$ cat config.mk
export PLATFORM = sky130hd
export DESIGN_NAME = motor_position_estimator
export DESIGN_NICKNAME = d
export VERILOG_FILES = /design/src/hw/rtl/mpe_pkg.sv /design/src/hw/rtl/motor_position_estimator.sv /design/src/hw/rtl/mpe_datapath.sv /design/src/hw/rtl/mpe_controller.sv
export VERILOG_INCLUDE_DIRS = /design/src /design/src/hw/rtl
export SDC_FILE = /design/constraint.sdc
export NUM_CORES = 2
export LEC_CHECK = 0
export ABC_AREA = 1
export BUFFER_PORTS_ARGS = -buffer_cell sky130_fd_sc_hd__buf_2
export CELL_PAD_IN_SITES_DETAIL_PLACEMENT = 1
export CELL_PAD_IN_SITES_GLOBAL_PLACEMENT = 2
export CORE_MARGIN = 5
export CORE_UTILIZATION = 30
export CTS_CLUSTER_SIZE = 10
export DETAILED_ROUTE_END_ITERATION = 8
export HOLD_SLACK_MARGIN = 0.06
export PLACE_DENSITY_LB_ADDON = 0.1
export SLEW_MARGIN = 20
export SYNTH_ARGS = -nofsm -noshare
export SYNTH_HDL_FRONTEND = slang
export SYNTH_SLANG_ARGS = --single-unit
$ cat constraint.sdc
create_clock -name clock -period 5.86 [get_ports clock]
set_clock_uncertainty 0.2 [all_clocks]
set_input_delay 1.465 -clock clock [delete_from_list [all_inputs] [get_ports clock]]
set_output_delay 1.465 -clock clock [all_outputs]
set_load 0.005 [all_outputs]
$ cat src/hw/rtl/motor_position_estimator_macros.svh
// Assertion macros for the motor position estimator.
// Included by files that carry concurrent checks; uses the clock and reset ports.
`ifndef MOTOR_POSITION_ESTIMATOR_MACROS_SVH
`define MOTOR_POSITION_ESTIMATOR_MACROS_SVH

`ifndef ASSERT_OFF
`define MPE_ASSERT(label, prop) \
   label: assert property (@(posedge clock) disable iff (reset) prop) \
      else $error("motor_position_estimator check failed");
`define MPE_ASSERT_ALWAYS(label, prop) \
   label: assert property (@(posedge clock) prop) \
      else $error("motor_position_estimator check failed");
`else
`define MPE_ASSERT(label, prop)
`define MPE_ASSERT_ALWAYS(label, prop)
`endif

`endif

$ cat src/hw/rtl/mpe_pkg.sv
// Shared widths, constants, register codes and control types of the motor position estimator.
// No dependencies.
package mpe_pkg;

   localparam int unsigned SPEED_W = 9;
   localparam int unsigned DT_W    = 10;
   localparam int unsigned TICK_W  = 16;
   localparam int unsigned POS_W   = 16;
   localparam int unsigned DUTY_W  = 8;
   localparam int unsigned TPU_W   = 16;
   localparam int unsigned DIR_W   = 2;

   localparam int unsigned PROD_A_W = 31;
   localparam int unsigned PROD_B_W = 19;
   localparam int unsigned INNER_W  = 32;
   localparam int unsigned MAG_W    = 31;
   localparam int unsigned DEN_W    = 31;
   localparam int unsigned FRAC_W   = 16;
   localparam int unsigned NUM_W    = MAG_W + FRAC_W;
   localparam int unsigned QUOT_W   = 31;
   localparam int unsigned DIV_STEPS = QUOT_W;
   localparam int unsigned CNT_W    = $clog2(DIV_STEPS);
   localparam int unsigned SUM_W    = QUOT_W + 2;

   localparam logic signed [SPEED_W-1:0]  DEADBAND    = 9'sd64;
   localparam logic signed [PROD_A_W-1:0] ENC_GAIN    = 31'sd20000;
   localparam logic signed [INNER_W-1:0]  PWM_GAIN    = 32'sd51;
   localparam logic [DEN_W-1:0]           DEN_GAIN    = 31'd25000;
   localparam logic [POS_W-1:0]           POS_MAX     = 16'd65280;
   localparam logic [POS_W-1:0]           POS_RESET   = 16'd2560;
   localparam logic [POS_W:0]             SNAP_WINDOW = 17'd204;
   localparam logic [DUTY_W-1:0]          DUTY_FULL   = 8'hFF;

   localparam int unsigned CSR_ADDR_W = 4;
   localparam int unsigned CSR_DATA_W = 32;
   localparam int unsigned CSR_IDX_W  = 2;
   localparam logic [CSR_IDX_W-1:0] CSR_DIRECTION  = 2'd0;
   localparam logic [CSR_IDX_W-1:0] CSR_TICKS      = 2'd1;
   localparam logic [CSR_IDX_W-1:0] CSR_IDLE_BRAKE = 2'd2;

   localparam logic [DIR_W-1:0] DIR_RESET = 2'b01;
   localparam logic [TPU_W-1:0] TPU_RESET = 16'd256;

   localparam logic FUNC_SET_SPEED = 1'b0;
   localparam logic FUNC_UPDATE    = 1'b1;

   typedef struct packed {
      logic latch;
      logic drive;
      logic mul;
      logic sum;
      logic load;
      logic div_step;
      logic pos;
      logic emit;
   } mpe_cmd_type;

   typedef struct packed {
      logic func;
      logic dt_zero;
   } mpe_sts_type;

endpackage

$ cat src/hw/rtl/motor_position_estimator.sv
// Motor position estimator: H-bridge duty selection and blended encoder/PWM position
// tracking. A set-speed item, or an update with zero dt_ms, passes through EXEC and DONE
// before rsp_valid is registered; an update with nonzero dt_ms passes through EXEC, SUM,
// LOAD, the 31-step restoring divider (DIV), POS and DONE; the divider divides the blended
// distance by ticks_per_unit_q8 times DEN_GAIN. DONE stalls while a prior beat is unaccepted.
// The next item is taken in the cycle after the beat enters the output register. One item
// is in work at a time; the output register holds a finished beat while the next item is taken.
// Registers sit at byte addresses 0x0 (direction), 0x4 (ticks_per_unit_q8), 0x8 (idle_brake).
// Depends on mpe_pkg, mpe_controller, mpe_datapath and the assertion macro header.
`include "motor_position_estimator_macros.svh"

module motor_position_estimator import mpe_pkg::*; (
   input  logic                      clock,
   input  logic                      reset,
   input  logic                      csr_psel,
   input  logic                      csr_penable,
   input  logic                      csr_pwrite,
   input  logic [CSR_ADDR_W-1:0]     csr_paddr,
   input  logic [CSR_DATA_W-1:0]     csr_pwdata,
   output logic [CSR_DATA_W-1:0]     csr_prdata,
   output logic                      csr_pready,
   input  logic                      req_valid,
   output logic                      req_ready,
   input  logic                      req_func,
   input  logic signed [SPEED_W-1:0] req_speed,
   input  logic [DT_W-1:0]           req_dt_ms,
   input  logic [TICK_W-1:0]         req_tick_count,
   input  logic [POS_W-1:0]          req_target,
   output logic                      rsp_valid,
   input  logic                      rsp_ready,
   output logic [DUTY_W-1:0]         rsp_pwm_a,
   output logic [DUTY_W-1:0]         rsp_pwm_b,
   output logic [POS_W-1:0]          rsp_position
);

   logic [DIR_W-1:0]     direction_ff;
   logic [TPU_W-1:0]     tpu_ff;
   logic                 idle_brake_ff;
   logic                 csr_write;
   logic [CSR_IDX_W-1:0] csr_idx;
   logic                 duty_pair_ok;
   mpe_cmd_type          cmd;
   mpe_sts_type          sts;

   assign csr_pready = 1'b1;
   assign csr_write  = csr_psel && csr_penable && csr_pwrite && csr_pready;
   assign csr_idx    = csr_paddr[CSR_ADDR_W-1:2];

   always_ff @(posedge clock) begin
      if (reset) begin
         direction_ff  <= DIR_RESET;
         tpu_ff        <= TPU_RESET;
         idle_brake_ff <= 1'b0;
      end else if (csr_write) begin
         unique case (csr_idx)
            CSR_DIRECTION:  direction_ff  <= csr_pwdata[DIR_W-1:0];
            CSR_TICKS:      tpu_ff        <= csr_pwdata[TPU_W-1:0];
            CSR_IDLE_BRAKE: idle_brake_ff <= csr_pwdata[0];
            default: begin
            end
         endcase
      end
   end

   always_comb begin
      unique case (csr_idx)
         CSR_DIRECTION: begin
            csr_prdata = {{(CSR_DATA_W-DIR_W){direction_ff[DIR_W-1]}}, direction_ff};
         end
         CSR_TICKS:      csr_prdata = CSR_DATA_W'(tpu_ff);
         CSR_IDLE_BRAKE: csr_prdata = CSR_DATA_W'(idle_brake_ff);
         default:        csr_prdata = '0;
      endcase
   end

   mpe_controller u_ctrl (
      .clock     (clock),
      .reset     (reset),
      .req_valid (req_valid),
      .req_ready (req_ready),
      .rsp_valid (rsp_valid),
      .rsp_ready (rsp_ready),
      .sts       (sts),
      .cmd       (cmd)
   );

   mpe_datapath u_dp (
      .clock                 (clock),
      .reset                 (reset),
      .cmd                   (cmd),
      .sts                   (sts),
      .cfg_direction         (direction_ff),
      .cfg_ticks_per_unit_q8 (tpu_ff),
      .cfg_idle_brake        (idle_brake_ff),
      .req_func              (req_func),
      .req_speed             (req_speed),
      .req_dt_ms             (req_dt_ms),
      .req_tick_count        (req_tick_count),
      .req_target            (req_target),
      .rsp_pwm_a             (rsp_pwm_a),
      .rsp_pwm_b             (rsp_pwm_b),
      .rsp_position          (rsp_position)
   );

   assign duty_pair_ok = (rsp_pwm_a == '0) || (rsp_pwm_b == '0) ||
                         (rsp_pwm_a == DUTY_FULL && rsp_pwm_b == DUTY_FULL);

   `MPE_ASSERT(a_one_item, (req_valid && req_ready) |=> !req_ready)
   `MPE_ASSERT(a_duty_pair, rsp_valid |-> duty_pair_ok)
   `MPE_ASSERT_ALWAYS(a_reset_clean, $past(reset) |-> (req_ready && !rsp_valid))

endmodule

$ cat src/hw/rtl/mpe_datapath.sv
// Datapath of the motor position estimator: drive duties, blend products, divider, clamp.
// Depends on mpe_pkg; driven by commands from mpe_controller.
module mpe_datapath import mpe_pkg::*; (
   input  logic                      clock,
   input  logic                      reset,
   input  mpe_cmd_type               cmd,
   output mpe_sts_type               sts,
   input  logic [DIR_W-1:0]          cfg_direction,
   input  logic [TPU_W-1:0]          cfg_ticks_per_unit_q8,
   input  logic                      cfg_idle_brake,
   input  logic                      req_func,
   input  logic signed [SPEED_W-1:0] req_speed,
   input  logic [DT_W-1:0]           req_dt_ms,
   input  logic [TICK_W-1:0]         req_tick_count,
   input  logic [POS_W-1:0]          req_target,
   output logic [DUTY_W-1:0]         rsp_pwm_a,
   output logic [DUTY_W-1:0]         rsp_pwm_b,
   output logic [POS_W-1:0]          rsp_position
);

   logic                      func_ff;
   logic signed [SPEED_W-1:0] speed_ff;
   logic [DT_W-1:0]           dt_ff;
   logic [TICK_W-1:0]         tick_ff;
   logic [POS_W-1:0]          target_ff;

   logic signed [SPEED_W-1:0] drive_speed_ff, drive_speed_in;
   logic [POS_W-1:0]          position_ff, position_in;
   logic [TICK_W-1:0]         prev_tick_ff, prev_tick_in;
   logic [DUTY_W-1:0]         duty_a_ff, duty_a_in;
   logic [DUTY_W-1:0]         duty_b_ff, duty_b_in;

   logic signed [PROD_A_W-1:0] prod_a_ff;
   logic signed [PROD_B_W-1:0] prod_b_ff;
   logic [DEN_W-1:0]           den_ff;
   logic                       neg_ff;
   logic [MAG_W-1:0]           mag_ff;
   logic [DEN_W-1:0]           rem_ff, rem_in;
   logic [QUOT_W-1:0]          qlow_ff, qlow_in;

   logic [DUTY_W-1:0] out_a_ff;
   logic [DUTY_W-1:0] out_b_ff;
   logic [POS_W-1:0]  out_pos_ff;

   logic signed [SPEED_W:0]    speed_ext;
   logic signed [SPEED_W:0]    hw;
   logic [SPEED_W:0]           hw_mag;
   logic [DUTY_W-1:0]          hw_sat;
   logic signed [SPEED_W-1:0]  s_val;
   logic [TICK_W-1:0]          delta;
   logic signed [PROD_A_W-1:0] delta_ext;
   logic signed [PROD_B_W-1:0] s_ext;
   logic signed [PROD_B_W-1:0] dt_ext;
   logic [TPU_W-1:0]           tpu_eff;
   logic signed [INNER_W-1:0]  a_ext;
   logic signed [INNER_W-1:0]  b_ext;
   logic signed [INNER_W-1:0]  inner;
   logic [INNER_W-1:0]         inner_abs;
   logic [NUM_W-1:0]           num;
   logic [DEN_W:0]             trial;
   logic [DEN_W:0]             trial_sub;
   logic signed [SUM_W-1:0]    pos_sum;
   logic [POS_W-1:0]           pos_clamp;
   logic [POS_W:0]             pos_diff;

   // drive pattern
   always_comb begin
      speed_ext = {speed_ff[SPEED_W-1], speed_ff};
      priority if (cfg_direction[DIR_W-1]) begin
         hw = -speed_ext;
      end else if (cfg_direction != '0) begin
         hw = speed_ext;
      end else begin
         hw = '0;
      end
      hw_mag = hw[SPEED_W] ? unsigned'(-hw) : unsigned'(hw);
      hw_sat = (hw_mag > (SPEED_W+1)'(DUTY_FULL)) ? DUTY_FULL : hw_mag[DUTY_W-1:0];
   end

   // deadband and products
   always_comb begin
      priority if (drive_speed_ff > DEADBAND) begin
         s_val = drive_speed_ff - DEADBAND;
      end else if (drive_speed_ff < -DEADBAND) begin
         s_val = drive_speed_ff + DEADBAND;
      end else begin
         s_val = '0;
      end
      delta     = tick_ff - prev_tick_ff;
      delta_ext = {{(PROD_A_W-TICK_W){delta[TICK_W-1]}}, delta};
      s_ext     = {{(PROD_B_W-SPEED_W){s_val[SPEED_W-1]}}, s_val};
      dt_ext    = {{(PROD_B_W-DT_W){1'b0}}, dt_ff};
      tpu_eff   = (cfg_ticks_per_unit_q8 == '0) ? TPU_W'(1) : cfg_ticks_per_unit_q8;
      a_ext     = {{(INNER_W-PROD_A_W){prod_a_ff[PROD_A_W-1]}}, prod_a_ff};
      b_ext     = {{(INNER_W-PROD_B_W){prod_b_ff[PROD_B_W-1]}}, prod_b_ff};
      inner     = a_ext + b_ext * PWM_GAIN;
      inner_abs = inner[INNER_W-1] ? unsigned'(-inner) : unsigned'(inner);
      num       = {mag_ff, {FRAC_W{1'b0}}} + NUM_W'(den_ff >> 1);
      trial     = {rem_ff, qlow_ff[QUOT_W-1]};
      trial_sub = trial - {1'b0, den_ff};
   end

   // restoring divider step
   always_comb begin
      rem_in  = rem_ff;
      qlow_in = qlow_ff;
      if (cmd.load) begin
         rem_in  = DEN_W'(num[NUM_W-1:QUOT_W]);
         qlow_in = num[QUOT_W-1:0];
      end else if (cmd.div_step) begin
         if (trial >= {1'b0, den_ff}) begin
            rem_in  = trial_sub[DEN_W-1:0];
            qlow_in = {qlow_ff[QUOT_W-2:0], 1'b1};
         end else begin
            rem_in  = trial[DEN_W-1:0];
            qlow_in = {qlow_ff[QUOT_W-2:0], 1'b0};
         end
      end
   end

   // apply step, clamp, snap
   always_comb begin
      if (neg_ff) begin
         pos_sum = SUM_W'({1'b0, position_ff}) - SUM_W'({1'b0, qlow_ff});
      end else begin
         pos_sum = SUM_W'({1'b0, position_ff}) + SUM_W'({1'b0, qlow_ff});
      end
      priority if (pos_sum < 0) begin
         pos_clamp = '0;
      end else if (pos_sum > SUM_W'({1'b0, POS_MAX})) begin
         pos_clamp = POS_MAX;
      end else begin
         pos_clamp = pos_sum[POS_W-1:0];
      end
      pos_diff = (pos_clamp > target_ff) ? {1'b0, pos_clamp} - {1'b0, target_ff}
                                         : {1'b0, target_ff} - {1'b0, pos_clamp};
   end

   always_comb begin
      drive_speed_in = drive_speed_ff;
      duty_a_in      = duty_a_ff;
      duty_b_in      = duty_b_ff;
      prev_tick_in   = prev_tick_ff;
      position_in    = position_ff;
      if (cmd.drive) begin
         drive_speed_in = speed_ff;
         priority if (hw[SPEED_W]) begin
            duty_a_in = '0;
            duty_b_in = hw_sat;
         end else if (hw != '0) begin
            duty_a_in = hw_sat;
            duty_b_in = '0;
         end else if (cfg_idle_brake) begin
            duty_a_in = '0;
            duty_b_in = '0;
         end else begin
            duty_a_in = DUTY_FULL;
            duty_b_in = DUTY_FULL;
         end
      end
      if (cmd.mul) begin
         prev_tick_in = tick_ff;
      end
      if (cmd.pos) begin
         position_in = (pos_diff <= SNAP_WINDOW) ? target_ff : pos_clamp;
      end
   end

   always_ff @(posedge clock) begin
      if (reset) begin
         drive_speed_ff <= '0;
         position_ff    <= POS_RESET;
         prev_tick_ff   <= '0;
         duty_a_ff      <= '0;
         duty_b_ff      <= '0;
      end else begin
         drive_speed_ff <= drive_speed_in;
         position_ff    <= position_in;
         prev_tick_ff   <= prev_tick_in;
         duty_a_ff      <= duty_a_in;
         duty_b_ff      <= duty_b_in;
      end
   end

   always_ff @(posedge clock) begin
      if (cmd.latch) begin
         func_ff   <= req_func;
         speed_ff  <= req_speed;
         dt_ff     <= req_dt_ms;
         tick_ff   <= req_tick_count;
         target_ff <= req_target;
      end
      if (cmd.mul) begin
         prod_a_ff <= delta_ext * ENC_GAIN;
         prod_b_ff <= s_ext * dt_ext;
         den_ff    <= DEN_W'(tpu_eff) * DEN_GAIN;
      end
      if (cmd.sum) begin
         neg_ff <= inner[INNER_W-1];
         mag_ff <= inner_abs[MAG_W-1:0];
      end
      rem_ff  <= rem_in;
      qlow_ff <= qlow_in;
      if (cmd.emit) begin
         out_a_ff   <= duty_a_ff;
         out_b_ff   <= duty_b_ff;
         out_pos_ff <= position_ff;
      end
   end

   assign sts.func    = func_ff;
   assign sts.dt_zero = (dt_ff == '0);

   assign rsp_pwm_a    = out_a_ff;
   assign rsp_pwm_b    = out_b_ff;
   assign rsp_position = out_pos_ff;

endmodule

$ cat src/hw/rtl/mpe_controller.sv
// Sequencer of the motor position estimator: handshakes, step order, divider count.
// Depends on mpe_pkg; commands mpe_datapath.
module mpe_controller import mpe_pkg::*; (
   input  logic        clock,
   input  logic        reset,
   input  logic        req_valid,
   output logic        req_ready,
   output logic        rsp_valid,
   input  logic        rsp_ready,
   input  mpe_sts_type sts,
   output mpe_cmd_type cmd
);

   localparam logic [2:0] ST_IDLE = 3'd0;
   localparam logic [2:0] ST_EXEC = 3'd1;
   localparam logic [2:0] ST_SUM  = 3'd2;
   localparam logic [2:0] ST_LOAD = 3'd3;
   localparam logic [2:0] ST_DIV  = 3'd4;
   localparam logic [2:0] ST_POS  = 3'd5;
   localparam logic [2:0] ST_DONE = 3'd6;

   logic [2:0]       state_ff, state_in;
   logic [CNT_W-1:0] cnt_ff, cnt_in;
   logic             rsp_valid_ff, rsp_valid_in;

   always_comb begin
      state_in = state_ff;
      cnt_in   = cnt_ff;
      cmd      = '0;
      unique case (state_ff)
         ST_IDLE: begin
            if (req_valid) begin
               cmd.latch = 1'b1;
               state_in  = ST_EXEC;
            end
         end
         ST_EXEC: begin
            priority if (sts.func == FUNC_SET_SPEED) begin
               cmd.drive = 1'b1;
               state_in  = ST_DONE;
            end else if (sts.dt_zero) begin
               state_in = ST_DONE;
            end else begin
               cmd.mul  = 1'b1;
               state_in = ST_SUM;
            end
         end
         ST_SUM: begin
            cmd.sum  = 1'b1;
            state_in = ST_LOAD;
         end
         ST_LOAD: begin
            cmd.load = 1'b1;
            cnt_in   = '0;
            state_in = ST_DIV;
         end
         ST_DIV: begin
            cmd.div_step = 1'b1;
            if (cnt_ff == CNT_W'(DIV_STEPS - 1)) begin
               state_in = ST_POS;
            end else begin
               cnt_in = cnt_ff + CNT_W'(1);
            end
         end
         ST_POS: begin
            cmd.pos  = 1'b1;
            state_in = ST_DONE;
         end
         ST_DONE: begin
            if (!rsp_valid_ff || rsp_ready) begin
               cmd.emit = 1'b1;
               state_in = ST_IDLE;
            end
         end
         default: begin
            state_in = ST_IDLE;
         end
      endcase
   end

   always_comb begin
      if (cmd.emit) begin
         rsp_valid_in = 1'b1;
      end else if (rsp_ready) begin
         rsp_valid_in = 1'b0;
      end else begin
         rsp_valid_in = rsp_valid_ff;
      end
   end

   always_ff @(posedge clock) begin
      if (reset) begin
         state_ff     <= ST_IDLE;
         cnt_ff       <= '0;
         rsp_valid_ff <= 1'b0;
      end else begin
         state_ff     <= state_in;
         cnt_ff       <= cnt_in;
         rsp_valid_ff <= rsp_valid_in;
      end
   end

   assign req_ready = (state_ff == ST_IDLE);
   assign rsp_valid = rsp_valid_ff;

endmodule
==> metrics list <==
- Hpwl dp: 97.6 mm
- Share of post-route cells with drive strength above 1: 22.4%
- Met1 GRT Util: 23.8%
- The worst hold path belongs to the class reg2reg.
* Top-area cell type share of the netlist area: 20.4%
* Result of the run: finished, violations left
- Setup repair after global routing could not meet its margin everywhere.
* Global-route wire length before repair: 180 mm
* Latest clock arrival within the worst-skew pair: 620 ps
- Width of the chip: 350 um
- At the worst endpoint, the required time is 6030 ps.
* Die Area: 0.123 sq mm
- Entering global routing, the biggest net connects 78 pins.
* Post-synthesis mux area share: 0.0288%
- Summing the areas of all compound-gate instances in the mapped netlist gives 10.2% of the synthesized area.
- Initial DRT Pass Iterations: 5
* Number of enable flip-flop cells after synthesis: 236
* Worst slew slack as a fraction of its limit: 27.9%
- The tool flagged a number of max-cap violations equal to 0.
- Most frequent cell on the critical path: sky130_fd_sc_hd__ha_4
* Transition at the pin with the smallest max-transition slack: 1080 ps
- Number of levels in the clock H-tree: 2
- After layout, the worst path uses 102% of the clock period.
- Worst setup slack after layout: -99.6 ps
* GR Overflow Total: 0
- The number of buffers and inverters on the critical path is 8.
* Dominant combinational cell family by area after synthesis: adder cells
- At the end of the flow, the number of nets in the layout was 5818.
- 162 I/O pins were placed.
- In the synthesized netlist, the number of instances is 4459.
- Leaving out fill and tap cells, the most frequent cells in the layout are sky130_fd_sc_hd__nand2_1 (903), sky130_fd_sc_hd__inv_1 (791), sky130_fd_sc_hd__buf_4 (471).
- Wirelength per Cell: 17.6 um
* Crit path max-delay cell type: sky130_fd_sc_hd__fa_1
- Sequential area share after synthesis: 26.1%
* Final count of pins violating max slew: 0
* Post-synth cell types: 67
- Fin Hold WS: 232 ps
* Hold Vio Cnt, Final: 0
* Global routing usage on met2: 34.1%
- After clock tree synthesis, the flow added hold-fix buffers numbering 0.
- The detailed router finished its first iteration with 1118 violations.
- IO buf count: 142
- The path with the worst hold slack has its endpoint at u_dp.rsp_pwm_a[2].
- The routed layout has 30600 vias.
- Violations in the final reports: setup timing
- Weighted congestion at the end of routability-driven global placement: 0.822
* Post-synthesis cell area: 0.0348 sq mm
- Averaged over all synthesized cells, the footprint is 7.80 sq um.
* Crit path max fanout: 4
* Depth of the worst hold-timing path: 0
- The global routing stage identified its most utilized layer as met2.
- No sink is reached through more buffers than the 3 on the longest clock path.
- Antenna violations before repair: 2
- Sinks on the clock net: 336
* Effective utilization at floorplan: 30.0%
- The synthesized netlist devotes 4.23% of its cell area to XOR and XNOR gates.
- TritonCTS built the clock tree.
* Floorplan die height: 350 um
- For this run, the total global-route usage over all layers was measured as 18.6%.
- Number of setup violations in the final report: 6
- The kind of cell with the highest combined delay along the critical path is adder cells.
- Total detailed-routing wirelength: 117 mm
- In this run the most critical hold path is launched from u_dp.duty_a_ff[2].
* Kind of end point of the critical path: flop
- Number of nets produced by synthesis: 5215
* Adder and majority cell fraction of the synthesized area: 28.2%
- R2r setup slk: -100 ps
- Synthesis inferred 336 register bits.
- Startpoint of the worst-slack reg-to-reg timing path: u_dp.tick_ff[0]
- Compared with the post-synthesis result, the final layout area differs by 27.7%.
- STA classifies the critical path startpoint as a flop.
* Leading cell type in the layout, fill and taps excluded: sky130_fd_sc_hd__nand2_1
* Ys flop type: sky130_fd_sc_hd__edfxtp_1
- For this run, the number of Yosys warnings is 0.
* Maximum clock frequency: 168 MHz
* Dominant cell type by area after synthesis: sky130_fd_sc_hd__edfxtp_1
* Clock tree root buffer cell: sky130_fd_sc_hd__clkbuf_16
- Cell Rows: 125
* CTS clk-pin slew, worst paths: 60 ps
- For this run, global-route usage on met3 was measured as 1.68%.
* Share of flip-flops with an asynchronous set or reset after synthesis: 0%
- At the worst endpoint, the arrival time is 6130 ps.
- The core region is 0.116 sq mm.
* Startpoint-to-endpoint class of the critical path: reg2reg
- Simple-gate area share of the yosys netlist: 20.4%
- The number of global-route vias before repair was 32000.
* Detailed-route DRC error count: 0
* RR Endpoint: u_dp.prod_a_ff[30]
- Top post-synthesis cells by area: sky130_fd_sc_hd__edfxtp_1 (20%), sky130_fd_sc_hd__ha_1 (16%), sky130_fd_sc_hd__fa_1 (12%), sky130_fd_sc_hd__nand2_1 (10%), sky130_fd_sc_hd__inv_1 (9.2%)
- After detailed routing, the number of vias per cell comes to 4.61.
- Num CTS Buffers: 49
- Post-Place Worst Slack: -392 ps
* Period minus WS final: 5960 ps
* Count of nets left with antenna violations after detail routing: 0
- The largest single stage delay on the critical path is 520 ps.
- Counting cells, the worst reg-to-reg path comes to 30.
==> timing repair <==
item,in CTS,in global routing
resized for setup,85,348
pin swaps,72,135
endpoints found under the setup margin,33,40
cloned,1,6
buffers inserted,16,36
==> worst max-delay path by stage <==
stage,slack (ps),end,startpoint,cells past startpoint
final,-100,u_dp.prod_a_ff[30],u_dp.tick_ff[0],30
after global routing,-400,u_dp.prod_a_ff[29],u_dp.tick_ff[0],31
after CTS,-190,u_dp.prod_a_ff[29],u_dp.tick_ff[0],31
after detailed placement,-390,u_dp.prod_a_ff[30],u_dp.tick_ff[2],27
after global placement,-350,u_dp.prod_a_ff[29],u_dp.tick_ff[0],30
after floorplan,-20,u_dp.prod_a_ff[30],u_dp.tick_ff[0],28
==> synthesized netlist by cell type, types with 43 or more instances <==
library cell and count:
sky130_fd_sc_hd__nand2_1 957, sky130_fd_sc_hd__inv_1 850, sky130_fd_sc_hd__ha_1 455, sky130_fd_sc_hd__nor2_1 343, sky130_fd_sc_hd__a21oi_1 293, sky130_fd_sc_hd__edfxtp_1 236, sky130_fd_sc_hd__o21ai_0 233, sky130_fd_sc_hd__fa_1 206
sky130_fd_sc_hd__nand3_1 198, sky130_fd_sc_hd__xor2_1 118, sky130_fd_sc_hd__dfxtp_1 100, sky130_fd_sc_hd__nand4_1 62, sky130_fd_sc_hd__xnor2_1 50, sky130_fd_sc_hd__clkbuf_1 44, sky130_fd_sc_hd__nor3_1 43
==> metal layers <==
| layer | up-vias | routed length (um) |
|---|---|---|
| li1 | 15500 | - |
| met1 | 14700 | 53300 |
| met2 | 202 | 59300 |
| met3 | 90 | 2240 |
| met4 | 2 | 2080 |
| met5 | - | 13 |
==> sequential cells by signal, indices dropped and copies added (netlist names), 2 cells and up <==
register,count
u_dp.rsp_pwm_b,8
u_dp.den_ff,28
u_dp.mag_ff,31
direction_ff,2
tpu_ff,16
u_dp.speed_ff,9
u_dp.position_ff,16
u_dp.rsp_pwm_a,8
u_ctrl.state_ff,3
u_dp.tick_ff,16
u_dp.prev_tick_ff,16
u_dp.prod_a_ff,26
u_dp.rem_ff,31
u_dp.dt_ff,10
u_dp.rsp_position,16
u_dp.drive_speed_ff,9
u_dp.qlow_ff,31
u_dp.prod_b_ff,19
u_dp.duty_b_ff,8
u_dp.duty_a_ff,8
u_dp.target_ff,16
u_ctrl.cnt_ff,5
==> worst register-to-register path, delay by kind of cell (launching register included) <==
family                     cells  cell delay (ps)
DFF                            1              370
xor gates and xnor gates       2              260
AOI/OAI and AO/OA             10             1360
adders and majority gates      8             2720
and+or+nand+nor                2              140
buffers and inverters          8              630
==> logic make-up (layout without fill, tap and decap cells) <==
logic type / after synthesis / in the layout
mux: 1 / 1
xor+xnor: 168 / 168
buf+inv: 958 / 1598
flops: 336 / 336
fa+ha+maj: 661 / 661
other cells: 1 / 4
compound gates: 654 / 654
simple gates: 1680 / 1683
==> area by class of cell <==
| type | instances | area [sq um] |
|---|---|---|
| diodes | 3 | 7.51 |
| fillers | 13900 | 71300 |
| flip-flops and latches | 336 | 9100 |
| well taps | 1524 | 1910 |
| repair buffers | 641 | 4640 |
| clock buffers | 68 | 1350 |
| clock inverters | 23 | 220 |
| inverters | 866 | 3270 |
| multi-input cells | 3168 | 23900 |
==> stage by stage <==
step | cell area (sq um) | std cells | util (%) | TNS (ps)
2_1_floorplan | 34900 | 4459 | - | -26.1
3_3_place_gp | 40500 | 6476 | 35.0 | -3590
3_5_place_dp | 40500 | 6477 | 35.0 | -4310
4_1_cts | 42600 | 6585 | 36.8 | -732
5_1_grt | 44400 | 6626 | 38.4 | -3190
6_report | 44400 | 6629 | 38.4 | -394
Power is not shown: default switching activity piles up to over one toggle a cycle in this logic, so the estimate is an artifact.
